--- src/rtl/text_to_unsigned_integer_parser_defines.svh ---
// ============================================================================
// Parser assertion macros
// Shared property forms for the checks at the end of the parser top level.
// ============================================================================
`ifndef TEXT_TO_UNSIGNED_INTEGER_PARSER_DEFINES_SVH
`define TEXT_TO_UNSIGNED_INTEGER_PARSER_DEFINES_SVH

// Same-cycle implication, sampled on clk and disabled during reset.
`define TTUI_ASSERT_IMPL(lbl, ante, cons, msg) \
    lbl: assert property (@(posedge clk) disable iff (!rst_n) (ante) |-> (cons)) \
        else $error(msg);

// Next-cycle implication, sampled on clk and disabled during reset.
`define TTUI_ASSERT_NEXT(lbl, ante, cons, msg) \
    lbl: assert property (@(posedge clk) disable iff (!rst_n) (ante) |=> (cons)) \
        else $error(msg);

`endif

--- src/rtl/ttui_pkg.sv ---
// ============================================================================
// Parser package
// Types and constants shared by the parser blocks, and the character classifier used by the front end.
// ============================================================================
package ttui_pkg;

    localparam int unsigned CH_W     = 8;
    localparam int unsigned BASE_W   = 6;
    localparam int unsigned DIGIT_W  = 6;
    localparam int unsigned VALUE_W  = 32;
    localparam int unsigned OFFSET_W = 16;

    localparam logic [DIGIT_W-1:0] NO_DIGIT = 6'd63;

    localparam logic [BASE_W-1:0] BASE_AUTO = 6'd0;
    localparam logic [BASE_W-1:0] BASE_ONE  = 6'd1;
    localparam logic [BASE_W-1:0] BASE_OCT  = 6'd8;
    localparam logic [BASE_W-1:0] BASE_DEC  = 6'd10;
    localparam logic [BASE_W-1:0] BASE_HEX  = 6'd16;
    localparam logic [BASE_W-1:0] BASE_MAX  = 6'd36;

    localparam logic [CH_W-1:0] CH_ZERO  = 8'h30;
    localparam logic [CH_W-1:0] CH_NINE  = 8'h39;
    localparam logic [CH_W-1:0] CH_LA    = 8'h61;
    localparam logic [CH_W-1:0] CH_LZ    = 8'h7A;
    localparam logic [CH_W-1:0] CH_UA    = 8'h41;
    localparam logic [CH_W-1:0] CH_UZ    = 8'h5A;
    localparam logic [CH_W-1:0] CH_LX    = 8'h78;
    localparam logic [CH_W-1:0] CH_UX    = 8'h58;
    localparam logic [CH_W-1:0] CH_PLUS  = 8'h2B;
    localparam logic [CH_W-1:0] CH_MINUS = 8'h2D;
    localparam logic [CH_W-1:0] CH_SPACE = 8'h20;
    localparam logic [CH_W-1:0] CH_TAB   = 8'h09;
    localparam logic [CH_W-1:0] CH_CR    = 8'h0D;

    typedef enum logic [2:0] {
        PH_IDLE,
        PH_LEAD,
        PH_SIGNED,
        PH_ZERO,
        PH_XSEEN,
        PH_DIGITS,
        PH_DONE
    } phase_t;

    typedef struct packed {
        logic                start;
        logic [BASE_W-1:0]   base;
        logic [DIGIT_W-1:0]  digit;
        logic                is_space;
        logic                is_plus;
        logic                is_minus;
        logic                is_zero;
        logic                is_x;
    } item_t;

    typedef struct packed {
        logic pop;
        logic emit;
    } back_stat_t;

    function automatic logic [DIGIT_W-1:0] digit_value(input logic [CH_W-1:0] c);
        logic [DIGIT_W-1:0] d;
        d = NO_DIGIT;
        if (c >= CH_ZERO && c <= CH_NINE) begin
            d = DIGIT_W'(c - CH_ZERO);
        end
        else if (c >= CH_LA && c <= CH_LZ) begin
            d = DIGIT_W'(c - CH_LA + 8'd10);
        end
        else if (c >= CH_UA && c <= CH_UZ) begin
            d = DIGIT_W'(c - CH_UA + 8'd10);
        end
        return d;
    endfunction

endpackage

--- src/rtl/ttui_if.sv ---
// ============================================================================
// Parser channel interfaces
// Valid/ready channels for incoming characters and outgoing parse results.
// ============================================================================
interface ttui_char_if;
    logic                       valid;
    logic                       ready;
    logic [ttui_pkg::CH_W-1:0]  ch;
    logic                       start_req;

    modport source (output valid, output ch, output start_req, input ready);
    modport sink   (input valid, input ch, input start_req, output ready);
endinterface

interface ttui_result_if;
    logic                           valid;
    logic                           ready;
    logic [ttui_pkg::VALUE_W-1:0]   value;
    logic                           overflow;
    logic                           digits_found;
    logic [ttui_pkg::OFFSET_W-1:0]  end_offset;

    modport source (output valid, output value, output overflow, output digits_found,
                    output end_offset, input ready);
    modport sink   (input valid, input value, input overflow, input digits_found,
                    input end_offset, output ready);
endinterface

--- src/rtl/text_to_unsigned_integer_parser.sv ---
// ============================================================================
// Text to unsigned integer parser
// Streams characters through a classifying front end, a two-entry queue and
// a parsing back end that reports one result per string.
// ============================================================================
// Throughput: one character per cycle while the result output is not stalled, set by the
// back end's single multiply-add with overflow check on the accumulator.
// A string's closing character passes through the queue; its result is then held in the back end's output register.
// Reset clears the parser phase, queue pointers and count, and output valid flag; the base register goes to 0.
`include "text_to_unsigned_integer_parser_defines.svh"

module text_to_unsigned_integer_parser #(
    parameter int unsigned WIDTH    = 32,
    parameter int unsigned POS_BITS = 16
) (
    input  logic                          clk,
    input  logic                          rst_n,
    input  logic                          cfg_we,
    input  logic [ttui_pkg::BASE_W-1:0]   cfg_wdata,
    ttui_char_if.sink                     chars,
    ttui_result_if.source                 results
);

    localparam logic [WIDTH-1:0] MX = '1;

    logic                 q_push;
    logic                 q_ready;
    ttui_pkg::item_t      q_item;
    logic                 head_valid;
    ttui_pkg::item_t      head_item;
    ttui_pkg::back_stat_t back_stat;

    ttui_front u_front (
        .clk       (clk),
        .rst_n     (rst_n),
        .cfg_we    (cfg_we),
        .cfg_wdata (cfg_wdata),
        .in_valid  (chars.valid),
        .in_ready  (chars.ready),
        .in_ch     (chars.ch),
        .in_start  (chars.start_req),
        .q_ready   (q_ready),
        .q_push    (q_push),
        .q_item    (q_item)
    );

    ttui_queue u_queue (
        .clk        (clk),
        .rst_n      (rst_n),
        .push       (q_push),
        .push_item  (q_item),
        .push_ready (q_ready),
        .pop        (back_stat.pop),
        .head_valid (head_valid),
        .head_item  (head_item)
    );

    ttui_back #(
        .WIDTH    (WIDTH),
        .POS_BITS (POS_BITS)
    ) u_back (
        .clk              (clk),
        .rst_n            (rst_n),
        .head_valid       (head_valid),
        .head_item        (head_item),
        .stat             (back_stat),
        .res_valid        (results.valid),
        .res_ready        (results.ready),
        .res_value        (results.value),
        .res_overflow     (results.overflow),
        .res_digits_found (results.digits_found),
        .res_end_offset   (results.end_offset)
    );

    `TTUI_ASSERT_IMPL(a_ovf_saturates, results.valid && results.overflow,
        results.digits_found && (results.value == ttui_pkg::VALUE_W'(MX)),
        "overflow result is not saturated")
    `TTUI_ASSERT_IMPL(a_no_digits_zero, results.valid && !results.digits_found,
        (results.value == '0) && (results.end_offset == '0) && !results.overflow,
        "result without digits is not zero")
    `TTUI_ASSERT_IMPL(a_stall_holds_back, results.valid && !results.ready,
        !back_stat.pop, "back end advanced while result stalled")
    `TTUI_ASSERT_NEXT(a_emit_shows, back_stat.emit, results.valid,
        "emitted result not presented")

endmodule

--- src/rtl/ttui_front.sv ---
// ============================================================================
// Parser front end
// Holds the base register and classifies each accepted character request.
// ============================================================================
module ttui_front (
    input  logic                          clk,
    input  logic                          rst_n,
    input  logic                          cfg_we,
    input  logic [ttui_pkg::BASE_W-1:0]   cfg_wdata,
    input  logic                          in_valid,
    output logic                          in_ready,
    input  logic [ttui_pkg::CH_W-1:0]     in_ch,
    input  logic                          in_start,
    input  logic                          q_ready,
    output logic                          q_push,
    output ttui_pkg::item_t               q_item
);

    logic [ttui_pkg::BASE_W-1:0] base_reg;

    always_ff @(posedge clk or negedge rst_n)
    begin
        if (!rst_n)
        begin
            base_reg <= ttui_pkg::BASE_AUTO;
        end
        else if (cfg_we)
        begin
            base_reg <= cfg_wdata;
        end
    end

    assign in_ready = q_ready;
    assign q_push   = in_valid && q_ready;

    always_comb
    begin
        q_item.start    = in_start;
        q_item.base     = base_reg;
        q_item.digit    = ttui_pkg::digit_value(in_ch);
        q_item.is_space = (in_ch == ttui_pkg::CH_SPACE) ||
                          (in_ch >= ttui_pkg::CH_TAB && in_ch <= ttui_pkg::CH_CR);
        q_item.is_plus  = (in_ch == ttui_pkg::CH_PLUS);
        q_item.is_minus = (in_ch == ttui_pkg::CH_MINUS);
        q_item.is_zero  = (in_ch == ttui_pkg::CH_ZERO);
        q_item.is_x     = (in_ch == ttui_pkg::CH_LX) || (in_ch == ttui_pkg::CH_UX);
    end

endmodule

--- src/rtl/ttui_queue.sv ---
// ============================================================================
// Parser item queue
// Two-entry queue of classified characters between front and back end.
// ============================================================================
module ttui_queue (
    input  logic            clk,
    input  logic            rst_n,
    input  logic            push,
    input  ttui_pkg::item_t push_item,
    output logic            push_ready,
    input  logic            pop,
    output logic            head_valid,
    output ttui_pkg::item_t head_item
);

    ttui_pkg::item_t entry_reg [2];
    logic       wr_ptr_reg;
    logic       wr_ptr_next;
    logic       rd_ptr_reg;
    logic       rd_ptr_next;
    logic [1:0] count_reg;
    logic [1:0] count_next;
    logic       do_pop;

    assign push_ready = (count_reg != 2'd2);
    assign head_valid = (count_reg != 2'd0);
    assign head_item  = entry_reg[rd_ptr_reg];
    assign do_pop     = pop && head_valid;

    always_comb
    begin
        wr_ptr_next = push ? ~wr_ptr_reg : wr_ptr_reg;
        rd_ptr_next = do_pop ? ~rd_ptr_reg : rd_ptr_reg;
        count_next  = count_reg + 2'(push) - 2'(do_pop);
    end

    always_ff @(posedge clk)
    begin
        if (push)
        begin
            entry_reg[wr_ptr_reg] <= push_item;
        end
    end

    always_ff @(posedge clk or negedge rst_n)
    begin
        if (!rst_n)
        begin
            wr_ptr_reg <= 1'b0;
            rd_ptr_reg <= 1'b0;
            count_reg  <= 2'd0;
        end
        else
        begin
            wr_ptr_reg <= wr_ptr_next;
            rd_ptr_reg <= rd_ptr_next;
            count_reg  <= count_next;
        end
    end

endmodule

--- src/rtl/ttui_back.sv ---
// ============================================================================
// Parser back end
// Runs the parse state machine with one multiply-add per character and
// holds the result in an output register.
// ============================================================================
module ttui_back #(
    parameter int unsigned WIDTH    = 32,
    parameter int unsigned POS_BITS = 16
) (
    input  logic                               clk,
    input  logic                               rst_n,
    input  logic                               head_valid,
    input  ttui_pkg::item_t                    head_item,
    output ttui_pkg::back_stat_t               stat,
    output logic                               res_valid,
    input  logic                               res_ready,
    output logic [ttui_pkg::VALUE_W-1:0]       res_value,
    output logic                               res_overflow,
    output logic                               res_digits_found,
    output logic [ttui_pkg::OFFSET_W-1:0]      res_end_offset
);

    localparam int unsigned PW = WIDTH + ttui_pkg::BASE_W;
    localparam logic [WIDTH-1:0] MX = '1;
    localparam logic [POS_BITS-1:0] POS_MAX = '1;

    ttui_pkg::phase_t            phase_reg;
    ttui_pkg::phase_t            phase_next;
    logic                        neg_reg;
    logic                        neg_next;
    logic [WIDTH-1:0]            acc_reg;
    logic [WIDTH-1:0]            acc_next;
    logic                        any_reg;
    logic                        any_next;
    logic [ttui_pkg::BASE_W-1:0] base_reg;
    logic [ttui_pkg::BASE_W-1:0] base_next;
    logic [POS_BITS-1:0]         pos_reg;
    logic [POS_BITS-1:0]         pos_next;
    logic [POS_BITS-1:0]         xm_reg;
    logic [POS_BITS-1:0]         xm_next;

    logic                           out_valid_reg;
    logic                           out_valid_next;
    logic [ttui_pkg::VALUE_W-1:0]   out_value_reg;
    logic [ttui_pkg::VALUE_W-1:0]   out_value_next;
    logic                           out_ovf_reg;
    logic                           out_ovf_next;
    logic                           out_dig_reg;
    logic                           out_dig_next;
    logic [ttui_pkg::OFFSET_W-1:0]  out_end_reg;
    logic [ttui_pkg::OFFSET_W-1:0]  out_end_next;

    ttui_pkg::phase_t            cur_phase;
    logic                        cur_neg;
    logic [WIDTH-1:0]            cur_acc;
    logic                        cur_any;
    logic [ttui_pkg::BASE_W-1:0] cur_base;
    logic [POS_BITS-1:0]         cur_pos;
    logic [POS_BITS-1:0]         cur_xm;
    logic                        advance;
    logic                        emit;
    logic                        do_digit;
    logic                        do_finish;
    logic                        counts;
    logic [ttui_pkg::BASE_W-1:0] dbase;
    logic [POS_BITS-1:0]         fin_pos;
    logic [PW-1:0]               prod;
    logic [WIDTH-1:0]            emit_value;
    logic                        emit_ovf;
    logic                        emit_dig;
    logic [POS_BITS-1:0]         emit_pos;

    assign advance = head_valid && (!out_valid_reg || res_ready);

    always_comb
    begin
        if (head_item.start)
        begin
            cur_phase = ttui_pkg::PH_LEAD;
            cur_neg   = 1'b0;
            cur_acc   = '0;
            cur_any   = 1'b0;
            cur_base  = head_item.base;
            cur_pos   = '0;
            cur_xm    = '0;
        end
        else
        begin
            cur_phase = phase_reg;
            cur_neg   = neg_reg;
            cur_acc   = acc_reg;
            cur_any   = any_reg;
            cur_base  = base_reg;
            cur_pos   = pos_reg;
            cur_xm    = xm_reg;
        end

        phase_next = cur_phase;
        neg_next   = cur_neg;
        acc_next   = cur_acc;
        any_next   = cur_any;
        base_next  = cur_base;
        xm_next    = cur_xm;
        do_digit   = 1'b0;
        do_finish  = 1'b0;
        fin_pos    = cur_pos;
        dbase      = cur_base;
        counts     = 1'b1;
        emit       = 1'b0;
        emit_value = '0;
        emit_ovf   = 1'b0;
        emit_dig   = 1'b0;
        emit_pos   = '0;

        case (cur_phase)
            ttui_pkg::PH_LEAD, ttui_pkg::PH_SIGNED:
            begin
                if (cur_phase == ttui_pkg::PH_LEAD && head_item.is_space)
                begin
                    phase_next = cur_phase;
                end
                else if (cur_phase == ttui_pkg::PH_LEAD &&
                         (head_item.is_plus || head_item.is_minus))
                begin
                    neg_next   = head_item.is_minus;
                    phase_next = ttui_pkg::PH_SIGNED;
                end
                else if ((cur_base == ttui_pkg::BASE_AUTO || cur_base == ttui_pkg::BASE_HEX) &&
                         head_item.is_zero)
                begin
                    acc_next   = '0;
                    any_next   = 1'b1;
                    phase_next = ttui_pkg::PH_ZERO;
                end
                else
                begin
                    dbase      = (cur_base == ttui_pkg::BASE_AUTO) ? ttui_pkg::BASE_DEC
                                                                   : cur_base;
                    phase_next = ttui_pkg::PH_DIGITS;
                    do_digit   = 1'b1;
                end
            end
            ttui_pkg::PH_ZERO:
            begin
                if (head_item.is_x)
                begin
                    xm_next    = cur_pos;
                    phase_next = ttui_pkg::PH_XSEEN;
                end
                else
                begin
                    dbase      = (cur_base == ttui_pkg::BASE_AUTO) ? ttui_pkg::BASE_OCT
                                                                   : cur_base;
                    phase_next = ttui_pkg::PH_DIGITS;
                    do_digit   = 1'b1;
                end
            end
            ttui_pkg::PH_XSEEN:
            begin
                if (head_item.digit < ttui_pkg::DIGIT_W'(ttui_pkg::BASE_HEX))
                begin
                    dbase      = ttui_pkg::BASE_HEX;
                    phase_next = ttui_pkg::PH_DIGITS;
                    do_digit   = 1'b1;
                end
                else
                begin
                    do_finish = 1'b1;
                    fin_pos   = cur_xm;
                end
            end
            ttui_pkg::PH_DIGITS:
            begin
                do_digit = 1'b1;
            end
            default:
            begin
                counts = 1'b0;
            end
        endcase

        base_next = do_digit ? dbase : base_next;
        prod = PW'(cur_acc) * PW'(dbase) + PW'(head_item.digit);

        if (do_digit)
        begin
            if (head_item.digit >= ttui_pkg::DIGIT_W'(dbase))
            begin
                do_finish = 1'b1;
            end
            else if (|prod[PW-1:WIDTH])
            begin
                acc_next   = MX;
                any_next   = 1'b1;
                emit       = 1'b1;
                emit_value = MX;
                emit_ovf   = 1'b1;
                emit_dig   = 1'b1;
                emit_pos   = cur_pos;
            end
            else
            begin
                acc_next = prod[WIDTH-1:0];
                any_next = 1'b1;
            end
        end

        if (do_finish)
        begin
            emit       = 1'b1;
            emit_value = (cur_neg && cur_any) ? (WIDTH'(0) - cur_acc) : cur_acc;
            emit_ovf   = 1'b0;
            emit_dig   = cur_any;
            emit_pos   = cur_any ? fin_pos : '0;
        end

        pos_next = (counts && cur_pos != POS_MAX) ? cur_pos + POS_BITS'(1) : cur_pos;

        if (head_item.start &&
            (head_item.base == ttui_pkg::BASE_ONE || head_item.base > ttui_pkg::BASE_MAX))
        begin
            phase_next = ttui_pkg::PH_DONE;
            base_next  = head_item.base;
            pos_next   = POS_BITS'(1);
            emit       = 1'b1;
            emit_value = '0;
            emit_ovf   = 1'b0;
            emit_dig   = 1'b0;
            emit_pos   = '0;
        end
        else if (emit)
        begin
            phase_next = ttui_pkg::PH_DONE;
        end

        out_valid_next = out_valid_reg;
        out_value_next = out_value_reg;
        out_ovf_next   = out_ovf_reg;
        out_dig_next   = out_dig_reg;
        out_end_next   = out_end_reg;
        if (advance && emit)
        begin
            out_valid_next = 1'b1;
            out_value_next = ttui_pkg::VALUE_W'(emit_value);
            out_ovf_next   = emit_ovf;
            out_dig_next   = emit_dig;
            out_end_next   = ttui_pkg::OFFSET_W'(emit_pos);
        end
        else if (res_ready)
        begin
            out_valid_next = 1'b0;
        end
    end

    always_ff @(posedge clk or negedge rst_n)
    begin
        if (!rst_n)
        begin
            phase_reg     <= ttui_pkg::PH_IDLE;
            neg_reg       <= 1'b0;
            acc_reg       <= '0;
            any_reg       <= 1'b0;
            base_reg      <= '0;
            pos_reg       <= '0;
            xm_reg        <= '0;
            out_valid_reg <= 1'b0;
        end
        else
        begin
            if (advance)
            begin
                phase_reg <= phase_next;
                neg_reg   <= neg_next;
                acc_reg   <= acc_next;
                any_reg   <= any_next;
                base_reg  <= base_next;
                pos_reg   <= pos_next;
                xm_reg    <= xm_next;
            end
            out_valid_reg <= out_valid_next;
        end
    end

    always_ff @(posedge clk)
    begin
        out_value_reg <= out_value_next;
        out_ovf_reg   <= out_ovf_next;
        out_dig_reg   <= out_dig_next;
        out_end_reg   <= out_end_next;
    end

    assign stat.pop         = advance;
    assign stat.emit        = advance && emit;
    assign res_valid        = out_valid_reg;
    assign res_value        = out_value_reg;
    assign res_overflow     = out_ovf_reg;
    assign res_digits_found = out_dig_reg;
    assign res_end_offset   = out_end_reg;

endmodule

--- src/flat_wrapper.sv ---
// flat-port wrapper written by rule: the top's interface ports become plain ports
module text_to_unsigned_integer_parser_flat 
#(
    parameter int unsigned WIDTH    = 32,
    parameter int unsigned POS_BITS = 16
)
  (clk, rst_n, cfg_we, cfg_wdata, chars_valid, chars_ch, chars_start_req, chars_ready, results_valid, results_value, results_overflow, results_digits_found, results_end_offset, results_ready);
  ttui_char_if chars_i ();
  ttui_result_if results_i ();
  input  logic clk;
  input  logic rst_n;
  input  logic cfg_we;
  input  logic [ttui_pkg::BASE_W-1:0] cfg_wdata;
  input wire logic [$bits(chars_i.valid)-1:0] chars_valid;
  input wire logic [$bits(chars_i.ch)-1:0] chars_ch;
  input wire logic [$bits(chars_i.start_req)-1:0] chars_start_req;
  output wire logic [$bits(chars_i.ready)-1:0] chars_ready;
  output wire logic [$bits(results_i.valid)-1:0] results_valid;
  output wire logic [$bits(results_i.value)-1:0] results_value;
  output wire logic [$bits(results_i.overflow)-1:0] results_overflow;
  output wire logic [$bits(results_i.digits_found)-1:0] results_digits_found;
  output wire logic [$bits(results_i.end_offset)-1:0] results_end_offset;
  input wire logic [$bits(results_i.ready)-1:0] results_ready;
  assign chars_i.valid = chars_valid;
  assign chars_i.ch = chars_ch;
  assign chars_i.start_req = chars_start_req;
  assign chars_ready = chars_i.ready;
  assign results_valid = results_i.valid;
  assign results_value = results_i.value;
  assign results_overflow = results_i.overflow;
  assign results_digits_found = results_i.digits_found;
  assign results_end_offset = results_i.end_offset;
  assign results_i.ready = results_ready;
  text_to_unsigned_integer_parser #(.WIDTH(WIDTH), .POS_BITS(POS_BITS)) u_core (.clk(clk), .rst_n(rst_n), .cfg_we(cfg_we), .cfg_wdata(cfg_wdata), .chars(chars_i), .results(results_i));
endmodule
--- config.mk ---
export PLATFORM = sky130hd
export DESIGN_NAME = text_to_unsigned_integer_parser_flat
export DESIGN_NICKNAME = d
export VERILOG_FILES = /design/src/rtl/ttui_pkg.sv /design/src/rtl/ttui_if.sv /design/src/rtl/text_to_unsigned_integer_parser.sv /design/src/rtl/ttui_front.sv /design/src/rtl/ttui_queue.sv /design/src/rtl/ttui_back.sv /design/src/flat_wrapper.sv
export VERILOG_INCLUDE_DIRS = /design/src /design/src/rtl
export SDC_FILE = /design/constraint.sdc
export NUM_CORES = 1
export LEC_CHECK = 0
export BUFFER_PORTS_ARGS = -buffer_cell sky130_fd_sc_hd__buf_2
export CAP_MARGIN = 20
export CORE_MARGIN = 2
export CORE_UTILIZATION = 40
export CTS_CLUSTER_DIAMETER = 120
export DETAILED_ROUTE_END_ITERATION = 10
export GPL_TIMING_DRIVEN = 1
export PLACE_DENSITY_LB_ADDON = 0.2
export SYNTH_ARGS = -nofsm -noshare
export SYNTH_HDL_FRONTEND = slang
export SYNTH_SLANG_ARGS = --single-unit
--- constraint.sdc ---
create_clock -name clk -period 7.5 [get_ports clk]
set_input_delay 0.375 -clock clk [delete_from_list [all_inputs] [get_ports clk]]
set_output_delay 0.375 -clock clk [all_outputs]
set_load 0.03 [all_outputs]
==> impl_metrics.toml, run 1 <==
[worst_setup_path]
worstSetupEndpointType = "flop"
slowest_stage = "edfxtp_1"
crit_type = "flop to flop"
cp_num_buf_inv = 3
worst_ep_arrival_time_ns = 7.39
cp_slowest_stage_delay_ns = 0.54
crit_required_ns = 7.71
crit_path_frequent_cell = "fa_1"
startpoint_type = "flop"
path_max_fanout = 15
path_delay_family = "adder cells"

[die]
core_um2 = 38600
initial_core_util_pct = 40.5
rows = 72
io_pins = 72
dieWidth_um = 202
die_y_um = 202
dieArea_um2 = 40800

[finish]
seqCellArea_um2 = 4740
num-fill-cells = 3673
multi_input_area_um2 = 10300
syn2layout_area_growth_pct = 12.5
largest_reg_flops = 36
drive_above_1_share_pct = 14.8
instances_no_fill = 2294
num_antenna_cells = 0
fin_nets = 2009

[clock_network]
cts_max_level = 4
clockBufferDepth = 2
cts_buffers = 17
cts.sinks = 172
insertion_delay_ns = 0.46
cts.clk_slew.worst_paths_ns = 0.08
root_buffer = "clkbuf_16"
cts_tree = "done"

[synthesis]
synth_area_leaders = "edfxtp_1 16%, fa_1 16%, dfrtp_1 14%, ha_1 8.1%, nor2_1 6.2%"
synth_top_area_cell = "edfxtp_1"
ys_warn_count = 0
synth_flop_cell = "edfxtp_1"
synthCells = 1711
ys_ff_latch = 172
synth.most_common_cell = "nor2_1"
synth-seq-area-share_pct = 30.2
avgSynthCellArea_um2 = 9.16
synth_edf_count = 86
synth_top_area_share_pct = 16.5
synth_cell_types = 91
synth_nets = 1957
netlist_top_cells_count = "260 x nor2_1, 181 x nand2_1, 124 x fa_1"
async_reset_ff_share_pct = 50.0
netlist_area_um2 = 15700

[pwr]
p_leak_nw = 7.63
powerDensity_nw_per_um2 = 443
peakVddDrop_mv = 0.227

[run_status]
outcome = "completed"

[worst_hold_path]
hold_class = "primary input to flop"

[sta]
period_share_pct = 95.7
finalHoldViolations = 0
fmax_ghz = 0.139
drv_slew = 0
tightest_slew_ns = 0.959
relSlewSlack_pct = 36.1
setup_viol = 0
hold_ws_ns = 0.147
finalSetupTns_ns = 0
period_minus_slack_ns = 7.18
clock_skew_ns = 0.0163

[drt]
vias = 13000
dr.pass1.iters = 7
drc = 0
wirelength_mm = 42.3
avgRoutedWirePerCell_um = 18.4
viasPerCell = 5.65
ant_nets = 0
drt_iter0_drc = 888

[global_routing]
grtUsageMet1_pct = 31.0
gr-total-overflow = 0
grt_pass1_vias = 12800
top_usage_layer = "met2"
grt_pass1_wl_mm = 69.7
grtUsageMet2_pct = 32.5
grt_max_degree = 74
antenna_found_initial = 0
grt_usage_pct = 21.3
grt.met3_usage_pct = 3.74

[place]
dp_cells = 2243
gp_congestion = 0.872
dp_hpwl_mm = 32.1
numPortBuffers = 71

[job]
max_cap_viol_count = 0
[through the flow]
stage	util (%)	setup slack (ns)	total power [mW]	area (µm²)
6_report	45.6	0.323	7.80	17600
3_5_place_dp	43.1	0.0802	6.64	16700
2_1_floorplan	-	0.0214	5.14	15700
3_3_place_gp	43.1	0.115	6.59	16700
5_1_grt	45.6	-0.0773	8.41	17600
4_1_cts	44.7	0.0435	7.56	17300
[layer usage]
layer / part of all wire [%] / routed length (µm) / vias to the layer above
li1: - / - / 6125
met1: 47 / 20000 / 6424
met2: 45 / 19100 / 374
met3: 5.8 / 2470 / 45
met4: 1.7 / 720 / 0
met5: 0 / 0 / -
[power breakdown]
group	switching (mW)	total (mW)	leakage (nW)	internal, mW
combinational	3.48	5.33	5.40	1.85
clock	0.439	0.887	0.290	0.448
sequential	0.207	1.58	1.94	1.38
[logic make-up after synthesis]
family,after synthesis,synth area share [%]
buffers and inverters,169,4.84
AOI/OAI and AO/OA,427,17.6
xor gates and xnor gates,60,3.35
and+or+nand+nor,618,17.4
DFF,172,30.2
adders and majority gates,226,24.0
muxes,39,2.63
[what timing repair did]
| action | in CTS | in global routing |
|---|---|---|
| setup endpoints to repair | 0 | 135 |
| gates resized for setup | 0 | 30 |
| endpoints found under the hold margin | 13 | 0 |
| hold buffers | 1 | 0 |
| setup buffers | 0 | 13 |
[path summary, 6_finish.rpt]
check / slack [ns] / startpoint / end / depth (start not counted)
setup / recovery: 0.32 / u_core.u_queue.entry_reg[0][17] / u_core.u_back.res_value[18] / 26
hold / removal: 0.15 / chars_start_req / u_core.u_queue.entry_reg[0][17] / 1
setup reg to reg: 0.32 / u_core.u_queue.entry_reg[0][17] / u_core.u_back.res_value[18] / 26
hold reg to reg: 0.48 / u_core.u_front.base_reg[4] / u_core.u_queue.entry_reg[1][15] / 0
max in group asynchronous: 6.35 / rst_n / u_core.u_back.acc_reg[14] / 4
min in group asynchronous: 0.31 / rst_n / u_core.u_back.base_reg[5] / 2
[worst reg2reg max path, stage by stage (launching register included)]
cell and delay (ns):
edfxtp_1 0.54, mux2i_1 0.23, mux2i_1 0.14, nor4_4 0.44
a31o_2 0.26, o211ai_2 0.07, nor3b_2 0.16, o21ai_1 0.14
a21bo_2 0.19, buf_6 0.19, nor2_1 0.09, fa_1 0.49
fa_1 0.54, fa_1 0.52, ha_1 0.33, ha_1 0.41
nand4_1 0.18, nor4_1 0.33, buf_4 0.17, nand2_1 0.05
o31ai_1 0.21, a21oi_1 0.08, xor2_1 0.27, nand4bb_4 0.26
o21ai_4 0.26, nand2_4 0.14, clkbuf_16 0.25
[layout make-up]
| type | instances | area share (%) |
|---|---|---|
| Inverter | 61 | 1.30 |
| Tap cell | 518 | 3.68 |
| Multi-Input combinational cell | 1370 | 58.7 |
| Timing Repair Buffer | 141 | 6.07 |
| Clock inverter | 15 | 0.937 |
| Sequential cell | 172 | 26.9 |
| Clock buffer | 17 | 2.41 |
[layout by cell type, fill, tap and decap left out, types with 9 or more instances in the layout]
cell type and n:
nand4_1 24, fa_1 124, nand3_1 49, nand2_1 180, xor2_1 28, a22o_1 17
ha_1 97, a31oi_2 11, a21o_1 11, a31oi_1 26, buf_4 55, nor2_1 259
nor3_1 31, nor4_1 9, nand2b_1 11, buf_2 70, edfxtp_1 86, dfrtp_1 85
o21ai_0 122, xnor2_1 32, and3_1 13, clkbuf_16 20, inv_1 60, a21oi_1 115
o21ai_1 20, mux2_2 13, mux2i_1 22
Note: power is estimated with default switching activity, not from simulation.
==> run 2, diff against run 1 <==
Settings changed: SYNTH_HIERARCHICAL set to 1.
==> run 2 against run 1 <==
Net effect:
- critical path depth unchanged
- hold slack worse by 0.0063 ns
- clock skew down 0.0062 ns
- die area down 0.71%
- utilization up 1.0 points
- sequential power about the same
- critical path type unchanged
- highest routed layer unchanged
- global-route usage up 0.98 points
- via count up 0.97%
- power up 6.9%
- clock power down 1%
- count of clock-buffer cells in the layout unchanged
- sequential cell count unchanged
==> impl_metrics.toml, run 2 <==
[global_routing]
grt_pass1_vias = 12800
grt_pass1_wl_mm = 71.9
grt_max_degree = 77
grt_usage_pct = 22.3
gr-total-overflow = 0
antenna_found_initial = 0

[place]
numPortBuffers = 71
placed_cell_area_um2 = 16900
dp_hpwl_mm = 34.1
place_ws_ns = -0.100
gp_congestion = 0.941

[clock_network]
cts.sinks = 172
insertion_delay_ns = 0.44
root_buffer = "clkbuf_16"
cts.clk_slew.worst_paths_ns = 0.07
clockBufferDepth = 2
cts_buffers = 17
cts_tree = "done"
cts_max_level = 4

[finish]
utilization_pct = 46.6
final_cell_mix = "260 x nor2_1, 166 x nand2_1, 119 x fa_1"
drive_above_1_share_pct = 17.1
largest_reg_flops = 36
fin_area_um2 = 18000
fin_nets = 2037
final_common_cell = "nor2_1"
multi_input_area_um2 = 10400
num_antenna_cells = 0
seqCellArea_um2 = 4740
syn2layout_area_growth_pct = 15.6
num-fill-cells = 3706

[sta]
period_minus_slack_ns = 7.42
fmax_ghz = 0.135
period_share_pct = 98.9
tightest_slew_ns = 0.886
setup_viol = 0
drv_slew = 0
rsz0062_at_grt = "true"
clock_skew_ns = 0.0101
setup_slack_ns = 0.0838
relSlewSlack_pct = 40.7
finalHoldViolations = 0

[die]
dieWidth_um = 201
die_y_um = 201
initial_core_util_pct = 40.3
dieArea_um2 = 40500
rows = 72
core_um2 = 38600
io_pins = 72

[worst_setup_path]
crit_required_ns = 7.68
startpoint_type = "flop"
worst_ep_arrival_time_ns = 7.59
crit_type = "flop to flop"
path_max_fanout = 16
worstSetupEndpointType = "flop"

[worst_hold_path]
hold_class = "primary input to flop"

[drt]
wirelength_mm = 45.2
ant_nets = 0
dr.pass1.iters = 5
drc = 0
avgRoutedWirePerCell_um = 19.4
vias = 13100
drt_iter0_drc = 1190
viasPerCell = 5.63

[synthesis]
synth_nets = 1958
avgSynthCellArea_um2 = 9.08
netlist_area_um2 = 15600
synthCells = 1714
ys_warn_count = 6

[pwr]
power.total_mw = 8.34
p_leak_nw = 7.77
powerDensity_nw_per_um2 = 464
peakVddDrop_mv = 0.233

[run_status]
outcome = "completed"

[job]
max_cap_viol_count = 0
run 2: path summary, 6_finish.rpt:
kind | from | to | slack, ns | cells past startpoint
min in group asynchronous | rst_n | u_core/u_front/base_reg[2] | 0.47 | 2
max in group asynchronous | rst_n | u_core/u_back/xm_reg[2] | 5.93 | 3
worst min register to register | u_core/u_front/base_reg[0] | u_core/u_queue/entry_reg[1][11] | 0.47 | 0
worst max register to register | u_core/u_queue/rd_ptr_reg | u_core/u_back/res_end_offset[1] | 0.08 | 26
worst max-delay path | u_core/u_queue/rd_ptr_reg | u_core/u_back/res_end_offset[1] | 0.08 | 26
worst min-delay path | chars_start_req | u_core/u_queue/entry_reg[1][17] | 0.14 | 1
run 2: cell type report:
type / instances / share of cell area, %
clock inverter: 15 / 0.828
multi-input combinational: 1370 / 58.1
inverter: 62 / 1.29
sequential: 172 / 26.3
clock buffer: 17 / 2.37
timing repair buffer: 170 / 7.49
tap: 518 / 3.60
run 2: timing repair:
action | 4_1_cts | 5_1_grt
gates resized for setup | 4 | 68
hold endpoints to repair | 36 | 0
cloned | 0 | 6
setup endpoints to repair | 53 | 136
pin swaps | 0 | 24
setup buffers | 0 | 10
hold buffers | 1 | 0
run 2: critical path, stage by stage, from the launching register on:
cell and delay (ns):
dfrtp_2 0.44, mux2_4 0.40, nor3b_2 0.20, o221ai_2 0.25, o21ai_2 0.11, buf_4 0.16
o31ai_4 0.30, nand2_4 0.11, buf_12 0.15, clkbuf_16 0.18, nor2_1 0.14, fa_1 0.46
fa_2 0.56, fa_2 0.48, ha_1 0.33, ha_1 0.31, and3_4 0.21, nand2b_1 0.06
or4b_4 0.55, a211oi_4 0.35, a221oi_2 0.12, or4_4 0.56, buf_12 0.17, o21ai_4 0.16
buf_12 0.14, clkbuf_16 0.15, o211ai_1 0.08
run 2: through the flow:
step,hold WS [ns],cells,TNS [ns]
after floorplan,0.0794,1714,0
after global placement,0.385,2274,0
after detailed placement,0.391,2274,-1.86
after CTS,0.125,2307,0
after global routing,0.126,2324,-6.42
final,0.141,2324,0
run 2: report_power, final:
part           switching, mW  leakage, nW  internal (mW)  total, mW
Sequential             0.184         1.94           1.40       1.59
Clock                  0.431        0.282          0.443      0.874
Combinational           3.71         5.55           2.18       5.88
Total                   4.32         7.77           4.02       8.34
run 2: routing by layer:
layer,part of all wire (%),up-vias,global-route usage (%)
met4,2.5,0,5.93
met3,7.5,59,4.37
met5,0,-,0
li1,-,6164,-
met2,44,452,33.3
met1,46,6419,33.0
